--- config.mk ---
export PLATFORM = sky130hd
export DESIGN_NAME = hsvl_queue
export DESIGN_NICKNAME = d
export VERILOG_FILES = /design/src/design/hsvl_pkg.sv /design/src/design/hsvl_queue.sv
export VERILOG_INCLUDE_DIRS = /design/src /design/src/design
export SDC_FILE = /design/constraint.sdc
export NUM_CORES = 1
export LEC_CHECK = 0
export BUFFER_PORTS_ARGS = -buffer_cell sky130_fd_sc_hd__buf_2
export CORE_MARGIN = 2
export CORE_UTILIZATION = 35
export DETAILED_ROUTE_END_ITERATION = 10
export GPL_TIMING_DRIVEN = 0
export PLACE_DENSITY = 0.57
export SYNTH_ARGS = -nofsm -noshare
export SYNTH_HDL_FRONTEND = slang
export SYNTH_SLANG_ARGS = --single-unit
--- constraint.sdc ---
create_clock -name clk -period 1.8 [get_ports clk]
set_input_delay 0.27 -clock clk [delete_from_list [all_inputs] [get_ports clk]]
set_output_delay 0.27 -clock clk [all_outputs]
set_load 0.005 [all_outputs]
--- src/design/hsv_light_to_led_bytes_unit_defines.svh ---
// Assertion helpers shared by the light color unit.
// Both macros sample on clk and are disabled during rst.
`ifndef HSV_LIGHT_TO_LED_BYTES_UNIT_DEFINES_SVH
`define HSV_LIGHT_TO_LED_BYTES_UNIT_DEFINES_SVH

// Condition holds at every edge out of reset.
`define HSVL_ASSERT_ALWAYS(label, cond, msg) \
  label: assert property (@(posedge clk) disable iff (rst) (cond)) else $error(msg);

// Antecedent implies consequent in the same cycle.
`define HSVL_ASSERT_IMPLIES(label, ante, cons, msg) \
  label: assert property (@(posedge clk) disable iff (rst) (ante) |-> (cons)) else $error(msg);

`endif

--- src/design/hsvl_pkg.sv ---
package hsvl_pkg;

  localparam int SCALE = 254;

  // attribute selector carried with each input word
  typedef enum logic [1:0] {
    KIND_ON    = 2'd0,
    KIND_LEVEL = 2'd1,
    KIND_HUE   = 2'd2,
    KIND_SAT   = 2'd3
  } kind_t;

  localparam logic [7:0] LEVEL_RESET = 8'd128;
  localparam logic [7:0] HUE_RESET   = 8'd21;
  localparam logic [7:0] SAT_RESET   = 8'd254;

  // snapshot of the light attributes handed from front to back
  typedef struct packed {
    logic       on;
    logic [7:0] level;
    logic [7:0] hue;
    logic [7:0] sat;
  } job_t;

  typedef struct packed {
    logic not_empty;
    logic not_full;
  } q_status_t;

  localparam int QUEUE_DEPTH = 2;
  localparam int QPTR_W      = $clog2(QUEUE_DEPTH);
  localparam int QCNT_W      = $clog2(QUEUE_DEPTH + 1);

  typedef enum logic [2:0] {
    B_IDLE,
    B_HUE,
    B_TERM,
    B_MIX,
    B_SCALE,
    B_BIAS,
    B_DIV,
    B_DONE
  } back_state_t;

  // datapath widths
  localparam int LANES    = 4;
  localparam int K_W      = 18;   // per-channel weight, range -254..64770
  localparam int N_W      = 26;   // level * weight
  localparam int A_W      = 34;   // 255*N + DEN/2
  localparam int X_W      = 29;   // (255*N + DEN/2) / 8, below 2^29
  localparam int R_W      = 30;   // reciprocal of 127^3
  localparam int RECIP_SH = 50;   // 29 numerator bits + 21 divisor bits
  localparam int P_W      = X_W + R_W;
  localparam int Q_W      = P_W - RECIP_SH;   // quotient bits before clamp

  localparam logic [63:0] DEN_64     = 64'(SCALE) * 64'(SCALE) * 64'(SCALE);
  localparam logic [63:0] DEN_ODD_64 = DEN_64 >> 3;   // 127^3

  localparam logic signed [K_W-1:0] KC     = K_W'(SCALE * SCALE);
  localparam logic signed [A_W-1:0] A_BIAS = A_W'(DEN_64 >> 1);
  localparam logic signed [A_W-1:0] A_MULT = A_W'(255);
  localparam logic [R_W-1:0]        RECIP  =
    R_W'(((64'd1 << RECIP_SH) + DEN_ODD_64 - 64'd1) / DEN_ODD_64);
  localparam logic [10:0]           POS_WRAP = 11'(6 * SCALE);

endpackage

--- src/design/hsvl_queue.sv ---
`include "hsv_light_to_led_bytes_unit_defines.svh"

module hsvl_queue
  import hsvl_pkg::*;
(
  input  logic      clk,
  input  logic      rst,
  input  logic      push,
  input  job_t      push_job,
  input  logic      pop,
  output job_t      head,
  output q_status_t status
);

  job_t              entries [QUEUE_DEPTH];
  logic [QPTR_W-1:0] wr_ptr;
  logic [QPTR_W-1:0] rd_ptr;
  logic [QCNT_W-1:0] count;

  always_ff @(posedge clk) begin
    if (rst) begin
      wr_ptr <= '0;
      rd_ptr <= '0;
      count  <= '0;
    end else begin
      if (push) begin
        wr_ptr <= QPTR_W'((32'(wr_ptr) + 1) % QUEUE_DEPTH);
      end
      if (pop) begin
        rd_ptr <= QPTR_W'((32'(rd_ptr) + 1) % QUEUE_DEPTH);
      end
      if (push && !pop) begin
        count <= count + 1'b1;
      end else if (pop && !push) begin
        count <= count - 1'b1;
      end
    end
  end

  always_ff @(posedge clk) begin
    if (push) begin
      entries[wr_ptr] <= push_job;
    end
  end

  assign head             = entries[rd_ptr];
  assign status.not_empty = (count != '0);
  assign status.not_full  = (count != QCNT_W'(QUEUE_DEPTH));

  `HSVL_ASSERT_ALWAYS(a_count_bound, count <= QCNT_W'(QUEUE_DEPTH), "queue count past depth")
  `HSVL_ASSERT_IMPLIES(a_no_overflow, push && !pop, count != QCNT_W'(QUEUE_DEPTH), "queue overflow")
  `HSVL_ASSERT_IMPLIES(a_no_underflow, pop, count != '0, "queue underflow")

endmodule

# Word level (Yosys, flattened, before mapping)
# Memory sizes are Yosys's and may differ from the RTL's. A register that Yosys moved wholly into a read port is not among the register bits.
# Cells that the tools add are included.
# classes
add_sub_neg	4
multipliers	0
n_div	0
n_lt_le_gt_ge	0
n_eq_ne	1
shift	0
mux	6
bitwise	0
n_reduce_logical	6
# ops
op	n
$mux 1	4
$mux 2	2
$reduce_bool 2->1	2
$add 1x1->1 const B	2
$add 2x1->2 const B	1
$logic_and 1x1->1	2
$logic_not 1->1	2
$ne 2x2->1 const B	1
$sub 2x1->2 const B	1
# totals
ff_bits	4
latchBits	0
mem_bits_rw	50
mem_bits_ro	0
wordCells	21
mem_count	1
# mem_list
name	words	width	read_ports	rd_clocked_by_memory_dff	wr	line	rtl
entries	2	25	1	1	1	hsvl_queue.sv:15	job_t entries [QUEUE_DEPTH];

# Logic depth before layout (Yosys ltp)
# depth
depth_word	4
depth_mapped	5

# Worst setup path after synthesis
# No wires, ideal clock.
# synth_timing
path_kind	reg-to-reg
from	register wr_ptr
to	memory entries[0][0] in the netlist's numbering (enable)
setup_ns	0.410
arrival_time_ns	1.460
path_slack_ns	-0.070
stages_incl_launch_ff	2
n_path_buf	0
period_less_slack_ns	1.870
path_cell_list	dfxtp_1 nor2b_1
# synth_lines
item	line	rtl
from (decl)	hsvl_queue.sv:16	logic [QPTR_W-1:0] wr_ptr;
from (signal assigned)	hsvl_queue.sv:27	wr_ptr <= QPTR_W'((32'(wr_ptr) + 1) % QUEUE_DEPTH);
to (decl)	hsvl_queue.sv:15	
# No word-level cell before the write port.

==> results.sh <==
export IMPL_outcome="complete, no violations"
export IMPL_slew_headroom=0.497
export IMPL_finalNetCount=192
export IMPL_timing_rr_end="entries[1][21]"
export IMPL_timing_rr_start="wr_ptr"
export IMPL_dp_cells=227
export IMPL_ys_ff_latch=55
export IMPL_port_buffers=55
export IMPL_cp_cell_sequence="clkbuf_4, buf_6, mux2_1, buf_2"
export IMPL_ys_warn_count=0
export IMPL_clkPwrFrac=0.298
export IMPL_p_sw_uw=514
export IMPL_syn_area_sq_um=2020
export IMPL_synth_top_cell_area_share=0.744
export IMPL_drt_initial_drc_count=23
export IMPL_drv_slew=0
export IMPL_insertion_delay_ns=0.29
export IMPL_utilization=0.452
export IMPL_cp_max_fo=10
export IMPL_grt_use_total=0.102
export IMPL_path_buf_inv=3
export IMPL_wl_mm=3.18
export IMPL_synthToLayoutAreaGrowth_pct=24.0
export IMPL_post_synth_num_cell_types=17
export IMPL_critPathTopFamily="buffers and inverters"
export IMPL_vias=1032
export IMPL_drc=0
export IMPL_drive_gt1_frac=0.411
export IMPL_tightest_slew_ns=0.753
export IMPL_fmax_ghz=0.590
export IMPL_ios=56
export IMPL_final_cells=235
export IMPL_finalHoldViolCount=0
export IMPL_ant_nets=0
export IMPL_pwr_density_cell_nw_per_um2=1020
export IMPL_vias_per_cell=4.39
export IMPL_intPower_uw=2030
export IMPL_cts_setup_buffers=0
export IMPL_final_cell_mix="buf_2, edfxtp_1, mux2_1"
export IMPL_die_area_sq_um=6390
export IMPL_end_kind="output pin"
export IMPL_min_delay_start="push_job[12]"
export IMPL_grt_max_degree=26
export IMPL_hold_path_depth=1
export IMPL_synthCells=100
export IMPL_p_total_uw=2550
export IMPL_die_width_um=79.9
export IMPL_holdPathEnd="entries[0][12]"
export IMPL_final_common_cell="buf_2"
export IMPL_maxCapViolCount=0
export IMPL_rsz0062_at_grt="no"
export IMPL_r2r_cells=1
export IMPL_tritoncts="done"
export IMPL_min_period_ns=1.70
export IMPL_start_util=0.364
export IMPL_syn_avg_cell_area_sq_um=20.2
export IMPL_first_global_vias=1118
export IMPL_timing_final_crit_share=0.942
export IMPL_critPathKind="reg2out"
export IMPL_pwr_share_comb=0.110
export IMPL_grt_pass1_wl_mm=4.76
export IMPL_dp_hpwl_mm=2.16
export IMPL_rrSetupSlack_ns=0.43
export IMPL_rows=27
export IMPL_clkTransAtPathRegs_ns=0.09
export IMPL_cts_buffers=5
export IMPL_wl_per_cell_um=13.5
export IMPL_cp_arrival_ns=1.43
export IMPL_cts_root_buf="clkbuf_8"
export IMPL_gp_congestion=0.606
export IMPL_drtPass1Iterations=4
export IMPL_hold_class="in2reg"
export IMPL_crit_required_ns=1.53
export IMPL_clock_sinks=55
export IMPL_htree_levels=2
export IMPL_netlist_top_cells_area="edfxtp_1, mux2_1, dfxtp_1"
export IMPL_synth_seq_area_share=0.794
export IMPL_skew_ns=0.00546
export IMPL_startpoint_type="register"
export IMPL_yosys_area_top_type="edfxtp_1"
export IMPL_power_leakage_uw=0.000955
export IMPL_setup_violations_final=0
export IMPL_core_sq_um=5540
export IMPL_ir_drop_mv=0.430
export IMPL_p_seq_frac=0.592
export IMPL_crit_path_top_delay_cell="mux2_1"
export IMPL_fin_tns_setup_ns=0
export IMPL_n_antenna_cell=0
export IMPL_swShare=0.202
export IMPL_syn_nets=130
export IMPL_die_h_um=79.9
export IMPL_grt_ovfl_total=0
export IMPL_clk_path_buf_depth=2
export IMPL_grt_antenna_before_repair=0
export IMPL_cpPeakStageDelay_ns=0.33
## per-layer routing
metal,global-route usage,share of wire
met3,0.0441,0.063
met4,0.0424,0.0060
met5,0,0
met1,0.0983,0.38
met2,0.188,0.55
## state kept, by name, indices dropped and copies added, names as in the netlist, named ones only
register and count:
entries 50, count 2, rd_ptr 1, wr_ptr 1
## Yosys cell counts (all sizes together)
cell,number
or3,1
nor2b,1
xor2,2
xnor2,2
mux2,25
a21oi,1
inv,1
o21ai,1
edfxtp,50
dfxtp,5
nand2b,1
or2,1
ha,1
and2,1
nor2,4
buf,3
## power groups by stage
stage,Sequential [uW],Combinational [uW],Clock (uW)
global placement,1530,275,0
CTS,1510,287,789
finish,1510,279,759
detailed placement,1540,283,0
floorplan,1530,151,0
global route,1520,313,837
## what timing repair did
action / CTS / global route
endpoints found under the setup margin: 25 / 14
resized for setup: 2 / 1
pin swaps: 0 / 0
hold buffers: 0 / 0
## worst max path at each step
stage	startpoint	endpoint	depth (start not counted)
after CTS	register	head[3]	4
after detailed placement	push	entries[0][9]	2
after floorplan	wr_ptr	entries[0][0]	1
final	register	head[21]	4
after global placement	push	entries[0][9]	2
after global routing	register	head[22]	4
## stage by stage
| step | setup WS [ns] | hold WS [ns] | cell area, sq um |
|---|---|---|---|
| after floorplan | 0.396 | 0.339 | 2020 |
| after global placement | -0.0375 | 0.457 | 2390 |
| after detailed placement | -0.103 | 0.461 | 2390 |
| after CTS | 0.0330 | 0.143 | 2500 |
| after global routing | 0.00687 | 0.135 | 2500 |
| final | 0.105 | 0.157 | 2500 |
## area by class of cell
type | count | area (sq um)
Fill cell | 525 | 3040
Sequential cell | 55 | 1600
Multi-Input combinational cell | 41 | 394
Timing Repair Buffer | 55 | 275
Tap cell | 72 | 90.1
Clock buffer | 5 | 68.8
Clock inverter | 3 | 38.8
Buffer | 3 | 30.0
Inverter | 1 | 3.75
## cell families (layout without fill, tap and decap cells)
| logic type | count (synthesis) | count (layout) | synth area share |
|---|---|---|---|
| AO/OA/AOI/OAI | 2 | 2 | 0.00495 |
| XOR/XNOR | 4 | 4 | 0.0174 |
| adder cells (fa/ha/maj) | 1 | 1 | 0.00620 |
| buffers and inverters | 4 | 67 | 0.0155 |
| flip-flops | 55 | 55 | 0.794 |
| multiplexers | 25 | 25 | 0.139 |
| AND/OR/NAND/NOR | 9 | 9 | 0.0229 |
Power figures use the tool's default switching activity.
