File: src/design/hsv_light_to_led_bytes_unit_defines.svh
// Assertion helpers shared by the light color unit.
// Both macros sample on clk and are disabled during rst.
`ifndef HSV_LIGHT_TO_LED_BYTES_UNIT_DEFINES_SVH
`define HSV_LIGHT_TO_LED_BYTES_UNIT_DEFINES_SVH

// Condition holds at every edge out of reset.
`define HSVL_ASSERT_ALWAYS(label, cond, msg) \
  label: assert property (@(posedge clk) disable iff (rst) (cond)) else $error(msg);

// Antecedent implies consequent in the same cycle.
`define HSVL_ASSERT_IMPLIES(label, ante, cons, msg) \
  label: assert property (@(posedge clk) disable iff (rst) (ante) |-> (cons)) else $error(msg);

`endif

File: src/design/hsvl_pkg.sv
package hsvl_pkg;

  localparam int SCALE = 254;

  // attribute selector carried with each input word
  typedef enum logic [1:0] {
    KIND_ON    = 2'd0,
    KIND_LEVEL = 2'd1,
    KIND_HUE   = 2'd2,
    KIND_SAT   = 2'd3
  } kind_t;

  localparam logic [7:0] LEVEL_RESET = 8'd128;
  localparam logic [7:0] HUE_RESET   = 8'd21;
  localparam logic [7:0] SAT_RESET   = 8'd254;

  // snapshot of the light attributes handed from front to back
  typedef struct packed {
    logic       on;
    logic [7:0] level;
    logic [7:0] hue;
    logic [7:0] sat;
  } job_t;

  typedef struct packed {
    logic not_empty;
    logic not_full;
  } q_status_t;

  localparam int QUEUE_DEPTH = 2;
  localparam int QPTR_W      = $clog2(QUEUE_DEPTH);
  localparam int QCNT_W      = $clog2(QUEUE_DEPTH + 1);

  typedef enum logic [2:0] {
    B_IDLE,
    B_HUE,
    B_TERM,
    B_MIX,
    B_SCALE,
    B_BIAS,
    B_DIV,
    B_DONE
  } back_state_t;

  // datapath widths
  localparam int LANES    = 4;
  localparam int K_W      = 18;   // per-channel weight, range -254..64770
  localparam int N_W      = 26;   // level * weight
  localparam int A_W      = 34;   // 255*N + DEN/2
  localparam int X_W      = 29;   // (255*N + DEN/2) / 8, below 2^29
  localparam int R_W      = 30;   // reciprocal of 127^3
  localparam int RECIP_SH = 50;   // 29 numerator bits + 21 divisor bits
  localparam int P_W      = X_W + R_W;
  localparam int Q_W      = P_W - RECIP_SH;   // quotient bits before clamp

  localparam logic [63:0] DEN_64     = 64'(SCALE) * 64'(SCALE) * 64'(SCALE);
  localparam logic [63:0] DEN_ODD_64 = DEN_64 >> 3;   // 127^3

  localparam logic signed [K_W-1:0] KC     = K_W'(SCALE * SCALE);
  localparam logic signed [A_W-1:0] A_BIAS = A_W'(DEN_64 >> 1);
  localparam logic signed [A_W-1:0] A_MULT = A_W'(255);
  localparam logic [R_W-1:0]        RECIP  =
    R_W'(((64'd1 << RECIP_SH) + DEN_ODD_64 - 64'd1) / DEN_ODD_64);
  localparam logic [10:0]           POS_WRAP = 11'(6 * SCALE);

endpackage

File: src/design/hsvl_front.sv
module hsvl_front
  import hsvl_pkg::*;
(
  input  logic       clk,
  input  logic       rst,
  input  logic       in_valid,
  output logic       in_ready,
  input  logic [1:0] kind,
  input  logic [7:0] value,
  input  q_status_t  q_status,
  output logic       push,
  output job_t       push_job
);

  logic       is_on;
  logic [7:0] level_value;
  logic [7:0] hue_value;
  logic [7:0] saturation_value;

  logic       accept;
  logic       drop;
  job_t       job_next;

  assign in_ready = q_status.not_full;
  assign accept   = in_valid && in_ready;

  always_comb begin
    job_next.on    = is_on;
    job_next.level = level_value;
    job_next.hue   = hue_value;
    job_next.sat   = saturation_value;
    drop           = 1'b0;
    unique case (kind_t'(kind))
      KIND_ON:    job_next.on  = (value != 8'd0);
      KIND_LEVEL: begin
        // level of zero leaves the light alone and yields no word
        if (value == 8'd0) begin
          drop = 1'b1;
        end else begin
          job_next.level = value;
        end
      end
      KIND_HUE:   job_next.hue = value;
      KIND_SAT:   job_next.sat = value;
      default:    drop = 1'b1;
    endcase
  end

  always_ff @(posedge clk) begin
    if (rst) begin
      is_on            <= 1'b0;
      level_value      <= LEVEL_RESET;
      hue_value        <= HUE_RESET;
      saturation_value <= SAT_RESET;
    end else if (accept) begin
      is_on            <= job_next.on;
      level_value      <= job_next.level;
      hue_value        <= job_next.hue;
      saturation_value <= job_next.sat;
    end
  end

  assign push     = accept && !drop;
  assign push_job = job_next;

endmodule

File: config.mk
export PLATFORM = sky130hd
export DESIGN_NAME = hsvl_front
export DESIGN_NICKNAME = d
export VERILOG_FILES = /design/src/design/hsv_light_to_led_bytes_unit_defines.svh /design/src/design/hsvl_pkg.sv /design/src/design/hsvl_front.sv
export SDC_FILE = /design/constraint.sdc
export NUM_CORES = 1
export LEC_CHECK = 0
export CORE_UTILIZATION = 25
export CTS_CLUSTER_SIZE = 8
export DETAILED_ROUTE_END_ITERATION = 8
export DONT_BUFFER_PORTS = 1
export PLACE_DENSITY_LB_ADDON = 0.3
export SYNTH_ARGS = -nofsm -noshare
export SYNTH_HDL_FRONTEND = slang
export SYNTH_SLANG_ARGS = --single-unit
File: constraint.sdc
create_clock -name clk -period 3.8 [get_ports clk]
set_clock_uncertainty 0.05 [all_clocks]
set_input_delay 0.57 -clock clk [delete_from_list [all_inputs] [get_ports clk]]
set_output_delay 0.57 -clock clk [all_outputs]
set_load 0.01 [all_outputs]
Word level (Yosys, flattened, before mapping)
Cells that the tools add are included.
{"block": "word_totals", "regBits": 25, "input_bits": 15, "out_inout_bits": 27, "elab_cells": 20}
{"block": "op_classes", "eq_ne": 3, "mux": 7, "n_reduce_logical": 6}
{"operator": "two-way mux 8 bit", "count": 4}
{"operator": "zero test 8 bit", "count": 1}
{"operator": "nonzero test 8 bit", "count": 1}
{"operator": "equality test 2 bit (second input constant)", "count": 2}
{"operator": "two-way mux 1 bit", "count": 3}
{"operator": "equality test 2 x 1 -> 1 bit (second input constant)", "count": 1}
{"operator": "logical AND 1 bit", "count": 2}
{"operator": "zero test 2 bit", "count": 1}
{"operator": "zero test 1 bit", "count": 1}

Logic depth before layout (Yosys ltp)
Gate-level depths: netlist (run 1).
{"block": "depth", "word_depth": 5, "ltp_mapped": 5, "depth_no_buf": 3}

Worst setup path after synthesis (run 1)
Ideal clock, no wire load.
{"block": "synth_timing", "kind": "input port to output port", "startpoint": "input value[7]", "endpoint": "output push_job[16] (netlist name)", "t_arrival_ns": 1.535, "t_required_ns": 3.180, "slack_ns": 1.645, "stages": 3, "path_buffers": 0, "cell_sequence": "or4_4 > o21ai_4 > a22o_1"}
{"item": "from (decl)", "line_no": "hsvl_front.sv:9", "rtl": "input logic [7:0] value,"}
{"item": "to (decl)", "line_no": "hsvl_front.sv:12", "rtl": "output job_t push_job"}

==> metrics, run 1 <==
result of the run=complete, no violations; endpoint arrival time on the critical path=1740 ps; number of endpoints failing setup at the final stage=0; placer congestion estimate=0.680; Wirelength per Cell=16.4 µm; highest cell delay on the worst timing path=670 ps; Crit Reg-Reg Startpoint=level_value[2]; routed via count divided by cell count=4.94; register clock-pin slew on the reported worst setup and hold paths=90 ps; Hold Path Class=in2reg; count of mapped cells out of synthesis=152; maximum number of pins on one net before global-route repair=28; root buffer cell=sky130_fd_sc_hd__clkbuf_8; clock buffer count from CTS=3; Critical Path RT=3180 ps; number of buffers added to fix hold violations after cts=0; yosys synthesis warning count=0; number of buffers added on ports=0; post-layout instance count excluding filler cells=215; H-tree Lvls=1; relative area change from synthesis to final layout=6.51%; number of remaining DRC errors=0; clk sinks=25; I/O pins=42; detailed-route via count=1063; share of the core filled with cells in the final layout=27.7%; part of the cycle the worst path needs=62.2%; number of synthesized register bits=25; main combinational cell family by area after synthesis=simple AND/OR/NAND/NOR gates; transition time of the tightest slew-check pin=868 ps; simple-gate share of the synthesized area=27.9%; wire length reported by the detailed router=3530 µm; row count=26; number of buffers on the longest clock path=2; Pwr Density=350 nW/µm²; via count of the first global-routing pass=967; syn avg cell area=8.73 µm²; design area=1410 µm²; post-synthesis xor/xnor area fraction=0%; cell leakage power=0.499 nW; number of cells on the worst hold path=1; chip height=74.8 µm; final critical delay including setup and external delays=2360 ps; relative contribution of sequential cells to total power=55.1%; area of the die=5600 µm²; post-synthesis instance area=1330 µm²; sum of net half-perimeters after detailed placement=2390 µm; Crit Reg-Reg Endpoint=level_value[2]; net count after synthesis=167; post-synthesis cell type count=30; Die Span X=74.8 µm; setup repair after global routing missed its margin=false; Initial Utilization=26.0%; Critical-path top delay cell=sky130_fd_sc_hd__nor2b_1; setup slack of the worst register-to-register path=2940 ps; max_cap viols=0; most common library cell in the layout ignoring fill and taps=sky130_fd_sc_hd__nand2_1; arithmetic-cell share of the synthesized area counting full adders, half adders and majority gates=0%; cell area after placement=1370 µm²; total placed cells including tap cells=211; iteration count of the initial detailed-routing pass=4; maximum fanout encountered on the critical timing path=11; initial antenna violation count=0; sequential cell area fraction in the yosys report=37.7%; fraction of final layout cells with drive strength greater than 1=15.9%; post-layout net count=161; internal power contribution=369 µW; number of diodes added for antenna fixing=0; proportion of synthesized area in mux cells=12.7%; peak clock frequency supported by timing=423 MHz; global-route wire length before repair=5320 µm; commonest cells after routing, fill and taps aside=sky130_fd_sc_hd__nand2_1, sky130_fd_sc_hd__dfxtp_1, sky130_fd_sc_hd__mux2_2; slew margin rel.=42.0%; gr usage total=13.1%; crit path kind=in2out; number of gates resized after CTS=0; Worst Hold Endpoint=saturation_value[0]; net switching power=125 µW; final count of pins violating max slew=0; buffers inserted by post-CTS timing repair=0; highest ir drop seen on vdd=0.117 mV; combinational fraction of design power=12.1%; count of cells along the worst register-to-register path=3; insertion delay of the later-clocked pin in the worst-skew pair=270 ps; number of nets with antenna violations after detailed routing=0; hold path startpoint=rst; setup_tns=0 ps; portion of total power attributed to the clock network=32.8%; TritonCTS clock tree=done; number of endpoints with negative hold slack in the final report=0; CP startpoint kind=input port; share of the synthesized area in compound gates (AO/OA/AOI/OAI)=17.5%; CP endpoint kind=primary output; Remaining Overflow, GRT=0; standard cell core area=5110 µm²; cells traversed along the worst timing path=nor2b_1, o21ai_4, a22o_1; initial detailed-routing violation count=84; switching portion of total power=25.3%
area by class of cell:
cell class / count / area [µm²]
well taps: 70 / 87.6
clock inverters: 1 / 5.00
clock buffers: 3 / 41.3
multi-input cells: 114 / 771
inverters: 2 / 7.51
flip-flops and latches: 25 / 500
fillers: 582 / 3690
power by group through the flow:
stage          sequential (mW)  clock (mW)  combinational, mW
6_report                 0.272       0.162             0.0597
5_1_grt                  0.273       0.177             0.0660
3_5_place_dp             0.279           0             0.0607
4_1_cts                  0.272       0.166             0.0608
3_3_place_gp             0.279           0             0.0603
2_1_floorplan            0.278           0             0.0598
layer usage:
| metal | global-route usage (%) | up-vias | routed length (µm) |
|---|---|---|---|
| li1 | - | 530 | - |
| met1 | 17.4 | 489 | 1670 |
| met2 | 19.9 | 40 | 1530 |
| met3 | 4.95 | 4 | 297 |
| met4 | 3.14 | 0 | 30 |
| met5 | 0 | - | 0 |
state kept, by name, summed over array words and instances (netlist names):
signal / flops
hue_value: 8
is_on: 1
level_value: 8
saturation_value: 8
synth_stat cells:
master | instances | area (µm²)
sky130_fd_sc_hd__a211o_1 | 1 | 8.76
sky130_fd_sc_hd__or4_4 | 2 | 22.5
sky130_fd_sc_hd__clkbuf_1 | 8 | 30.0
sky130_fd_sc_hd__a22o_1 | 8 | 70.1
sky130_fd_sc_hd__a21oi_1 | 10 | 50.1
sky130_fd_sc_hd__nand3b_1 | 9 | 67.6
sky130_fd_sc_hd__mux2_2 | 15 | 169
sky130_fd_sc_hd__a311oi_1 | 1 | 8.76
sky130_fd_sc_hd__nor2b_1 | 3 | 18.8
sky130_fd_sc_hd__nand4_1 | 1 | 6.26
sky130_fd_sc_hd__o21ai_0 | 1 | 5.00
sky130_fd_sc_hd__o21ai_1 | 1 | 5.00
sky130_fd_sc_hd__buf_4 | 1 | 7.51
sky130_fd_sc_hd__inv_1 | 2 | 7.51
sky130_fd_sc_hd__dfxtp_1 | 25 | 500
sky130_fd_sc_hd__and4_1 | 1 | 8.76
sky130_fd_sc_hd__nand3_1 | 1 | 5.00
sky130_fd_sc_hd__a31oi_1 | 1 | 6.26
sky130_fd_sc_hd__o311ai_1 | 1 | 8.76
sky130_fd_sc_hd__o2bb2ai_1 | 6 | 52.6
sky130_fd_sc_hd__and4b_1 | 1 | 10.0
sky130_fd_sc_hd__buf_2 | 2 | 10.0
sky130_fd_sc_hd__nor4_1 | 2 | 12.5
sky130_fd_sc_hd__and2_1 | 1 | 6.26
sky130_fd_sc_hd__nor2_1 | 4 | 15.0
sky130_fd_sc_hd__nor4b_2 | 1 | 15.0
sky130_fd_sc_hd__o21ai_4 | 1 | 16.3
sky130_fd_sc_hd__nand2_1 | 34 | 128
sky130_fd_sc_hd__nand4b_1 | 2 | 17.5
sky130_fd_sc_hd__nand2b_1 | 6 | 37.5
worst max-delay path by stage:
stage	slack [ps]	to	start	cells after the start
6_report	1440	push_job[20]	kind[0]	3
5_1_grt	1370	push_job[21]	kind[0]	3
4_1_cts	1450	push_job[20]	kind[0]	3
3_5_place_dp	1440	push_job[20]	kind[0]	3
3_3_place_gp	1440	push_job[21]	kind[0]	3
2_1_floorplan	1650	push_job[16]	value[7]	3
cell families after synthesis:
kind of cell / after synthesis
flops: 25
mux: 15
buf+inv: 13
simple gates: 68
compound gates: 31
per-stage QoR:
stage          worst slack, ps  total power [mW]  hold slack (ps)
2_1_floorplan             1650             0.338              382
3_5_place_dp              1440             0.339              392
4_1_cts                   1450             0.499              301
3_3_place_gp              1440             0.339              386
6_report                  1440             0.494              308
5_1_grt                   1370             0.516              293
critical path: cells and delay by family:
kind | cells | cell delay, ps
AO/OA/AOI/OAI | 2 | 500
AND/OR/NAND/NOR | 1 | 670
Power figures use the tool's default switching activity.
==> run 2, diff against run 1 <==
--- a/config.mk
+++ b/config.mk
@@ -5,6 +5,7 @@
 export SDC_FILE = /design/constraint.sdc
 export NUM_CORES = 1
 export LEC_CHECK = 0
+export ABC_AREA = 1
 export CORE_UTILIZATION = 25
 export CTS_CLUSTER_SIZE = 8
 export DETAILED_ROUTE_END_ITERATION = 8
==> constraint.sdc (replaced) <==
create_clock -name clk -period 2.18 [get_ports clk]
set_clock_uncertainty 0.05 [all_clocks]
set_input_delay 0.327 -clock clk [delete_from_list [all_inputs] [get_ports clk]]
set_output_delay 0.327 -clock clk [all_outputs]
set_load 0.01 [all_outputs]
==> run 2 against run 1 <==
- die area increased by 6.4%
- critical path depth increased by 2
- worst setup slack got worse by 690 ps
- routed wire length decreased by 0.71%
- core utilization decreased by 0.59 points
- worst hold slack got worse by 200 ps
- non-clock buffer count increased by 2
- sequential power increased by 83%
- sequential cell count unchanged
- final cell count increased by 28%
- clock power increased by 80%
- sequential share of layout area decreased by 1.6 points
- critical endpoint is now push_job[19]
- highest routed layer unchanged
==> metrics, run 2 <==
clock buffer count from CTS=3 (unchanged); number of buffers on the longest clock path=2 (unchanged); design area=1480 µm² (+4.9%); TritonCTS clock tree=done; net count after synthesis=225 (+35%); Die Span X=77.2 µm (+3.2%); final count of pins violating max slew=0 (unchanged); number of synthesized register bits=25 (unchanged); number of remaining DRC errors=0 (unchanged); standard cell core area=5470 µm² (+7.2%); commonest cells after routing, fill and taps aside=sky130_fd_sc_hd__nand2_1, sky130_fd_sc_hd__nor2_1, sky130_fd_sc_hd__inv_1; number of endpoints with negative hold slack in the final report=0 (unchanged); result of the run=complete, no violations; post-synthesis instance area=1410 µm² (+6.6%); Synth Flop Type=sky130_fd_sc_hd__dfxtp_1; insertion delay of the later-clocked pin in the worst-skew pair=270 ps (about the same); iteration count of the initial detailed-routing pass=4 (unchanged); setup_tns=0 ps (unchanged); chip height=77.2 µm (+3.2%); highest cell delay on the worst timing path=280 ps (-390 ps); register clock-pin slew on the reported worst setup and hold paths=90 ps (about the same); placer congestion estimate=0.709 (+4.3%); Yosys top cell area share=35.4% (-2.3 points); cell leakage power=0.763 nW (+53%); area of the die=5960 µm² (+6.4%); Remaining Overflow, GRT=0 (unchanged); max_cap viols=0 (unchanged); I/O pins=42 (unchanged); crit path kind=in2out; buffers inserted by post-CTS timing repair=0 (unchanged); count of mapped cells out of synthesis=210 (+38%); count of flip-flops with a built-in enable after synthesis=0 (unchanged); share of the core filled with cells in the final layout=27.1% (-0.59 points); Wirelength per Cell=12.7 µm (-23%); H-tree Lvls=1 (unchanged); CP startpoint=value[3]; wire length reported by the detailed router=3500 µm (-0.71%); post-synthesis cell type count=22 (-27%); Critical-path top delay cell=sky130_fd_sc_hd__o21ai_4; most common cell in the netlist=sky130_fd_sc_hd__nand2_1; global-route wire length before repair=5640 µm (+6.1%); Crit Reg-Reg Startpoint=is_on; number of gates resized after CTS=0 (unchanged); setup repair after global routing missed its margin=false; clk sinks=25 (unchanged); number of buffers added to fix hold violations after cts=0 (unchanged); transition time of the tightest slew-check pin=404 ps (-464 ps); syn avg cell area=6.73 µm² (-23%); initial detailed-routing violation count=25 (-70%); FFs w/ async S/R, synth=0% (unchanged); via count of the first global-routing pass=1033 (+6.8%); CP endpoint kind=primary output; relative area change from synthesis to final layout=4.78%; maximum number of pins on one net before global-route repair=26 (-7.1%); routed via count divided by cell count=4.31 (-13%); maximum fanout encountered on the critical timing path=8 (-3); number of nets with antenna violations after detailed routing=0 (unchanged); leading registers by flop count=hue_value: 8 flops, level_value: 8 flops, saturation_value: 8 flops; slew margin rel.=73.0% (+31 points); highest ir drop seen on vdd=0.242 mV (+110%); most numerous cell types in the synthesized netlist=sky130_fd_sc_hd__nand2_1, sky130_fd_sc_hd__nor2_1, sky130_fd_sc_hd__inv_1; yosys synthesis warning count=0 (unchanged); root buffer cell=sky130_fd_sc_hd__clkbuf_8; gr usage total=12.2% (-0.87 points); detailed-route via count=1189 (+12%); endpoint arrival time on the critical path=1060 ps (-680 ps); sum of net half-perimeters after detailed placement=2580 µm (+7.9%); Synth area leaders=sky130_fd_sc_hd__dfxtp_1, sky130_fd_sc_hd__nand2_1, sky130_fd_sc_hd__nor2_1; cells traversed along the worst timing path=nor2_1, nand2_1, o21ai_4, nand2_1, nand2_1; Hold Path Class=in2reg; most common library cell in the layout ignoring fill and taps=sky130_fd_sc_hd__nand2_1; peak clock frequency supported by timing=697 MHz; row count=27 (+3.8%); CP startpoint kind=input port; part of the cycle the worst path needs=65.8%; setup slack of the worst register-to-register path=1300 ps (-1640 ps); number of diodes added for antenna fixing=0 (unchanged); fraction of final layout cells with drive strength greater than 1=11.8% (-4.1 points); cell area after placement=1440 µm² (+5.1%); Pwr Density=655 nW/µm² (+87%); Critical Path RT=1800 ps (-1380 ps); number of endpoints failing setup at the final stage=0 (unchanged); CP most frequent cell=sky130_fd_sc_hd__nand2_1; number of buffers added on ports=0 (unchanged); post-layout net count=220 (+37%); initial antenna violation count=0 (unchanged); Initial Utilization=25.8% (-0.13 points); sequential cell area fraction in the yosys report=35.4% (-2.3 points); hold path startpoint=rst; cell type contributing the most total cell area after synthesis=sky130_fd_sc_hd__dfxtp_1; final critical delay including setup and external delays=1440 ps
-- run 2: cell types whose count changed after synthesis, moves of 5 or more --
| cell | before | now |
|---|---|---|
| sky130_fd_sc_hd__nand2_1 | 34 | 47 |
| sky130_fd_sc_hd__clkbuf_1 | 8 | 3 |
| sky130_fd_sc_hd__nand3b_1 | 9 | 0 |
| sky130_fd_sc_hd__a21oi_2 | 0 | 10 |
| sky130_fd_sc_hd__o21ai_0 | 1 | 14 |
| sky130_fd_sc_hd__o2bb2ai_1 | 6 | 0 |
| sky130_fd_sc_hd__a22o_1 | 8 | 0 |
| sky130_fd_sc_hd__inv_1 | 2 | 27 |
| sky130_fd_sc_hd__nand3_1 | 1 | 10 |
| sky130_fd_sc_hd__a21oi_1 | 10 | 15 |
| sky130_fd_sc_hd__nor2_1 | 4 | 38 |
| sky130_fd_sc_hd__mux2_2 | 15 | 0 |
| sky130_fd_sc_hd__nand2b_1 | 6 | 0 |
-- run 2: worst max-delay path, delay by kind of cell --
kind / cells / cell delay (ps)
AOI/OAI and AO/OA: 1 / 280
and+or+nand+nor: 4 / 440
-- run 2: layout make-up --
type                       instances  area, µm²
fill                             626       3990
multi-input combinational        145        723
sequential                        25        500
inverter                          28        108
tap                               72       90.1
clock buffer                       4       45.0
timing repair buffer               2       15.0
-- run 2: where the power goes --
part	internal (mW)	switching (mW)	leakage (nW)	total [mW]
registers	0.486	0.0105	0.206	0.497
clock network	0.131	0.160	0.0228	0.292
logic	0.0574	0.125	0.534	0.183
-- run 2: kinds of logic (layout without fill, tap and decap cells) --
family | after synthesis | after routing | synth area share (%)
compound gates | 46 | 46 | 21.2
buf+inv | 40 | 34 | 13.5
flops | 25 | 25 | 35.4
simple gates | 99 | 99 | 29.9
-- run 2: final timing paths --
check | endpoint | cells past startpoint
worst max register to register | is_on | 2
worst min-delay path | level_value[7] | 2
worst min register to register | saturation_value[6] | 2
worst max-delay path | push_job[19] | 5
-- run 2: per-layer routing --
layer,global-route usage (%),routed length [µm],up-vias
li1,-,-,638
met3,3.81,245,7
met4,4.53,63,0
met1,16.0,1720,514
met2,18.5,1480,30
met5,0,0,-
-- run 2: through the flow --
stage / setup WS (ps) / std cells / hold WS (ps) / total power [mW]
after global routing: 636 / 276 / 98.9 / 1.02
after CTS: 728 / 276 / 92.9 / 0.978
final: 745 / 276 / 112 / 0.971
after floorplan: 855 / 210 / 391 / 0.679
after detailed placement: 728 / 272 / 382 / 0.692
after global placement: 729 / 272 / 383 / 0.689
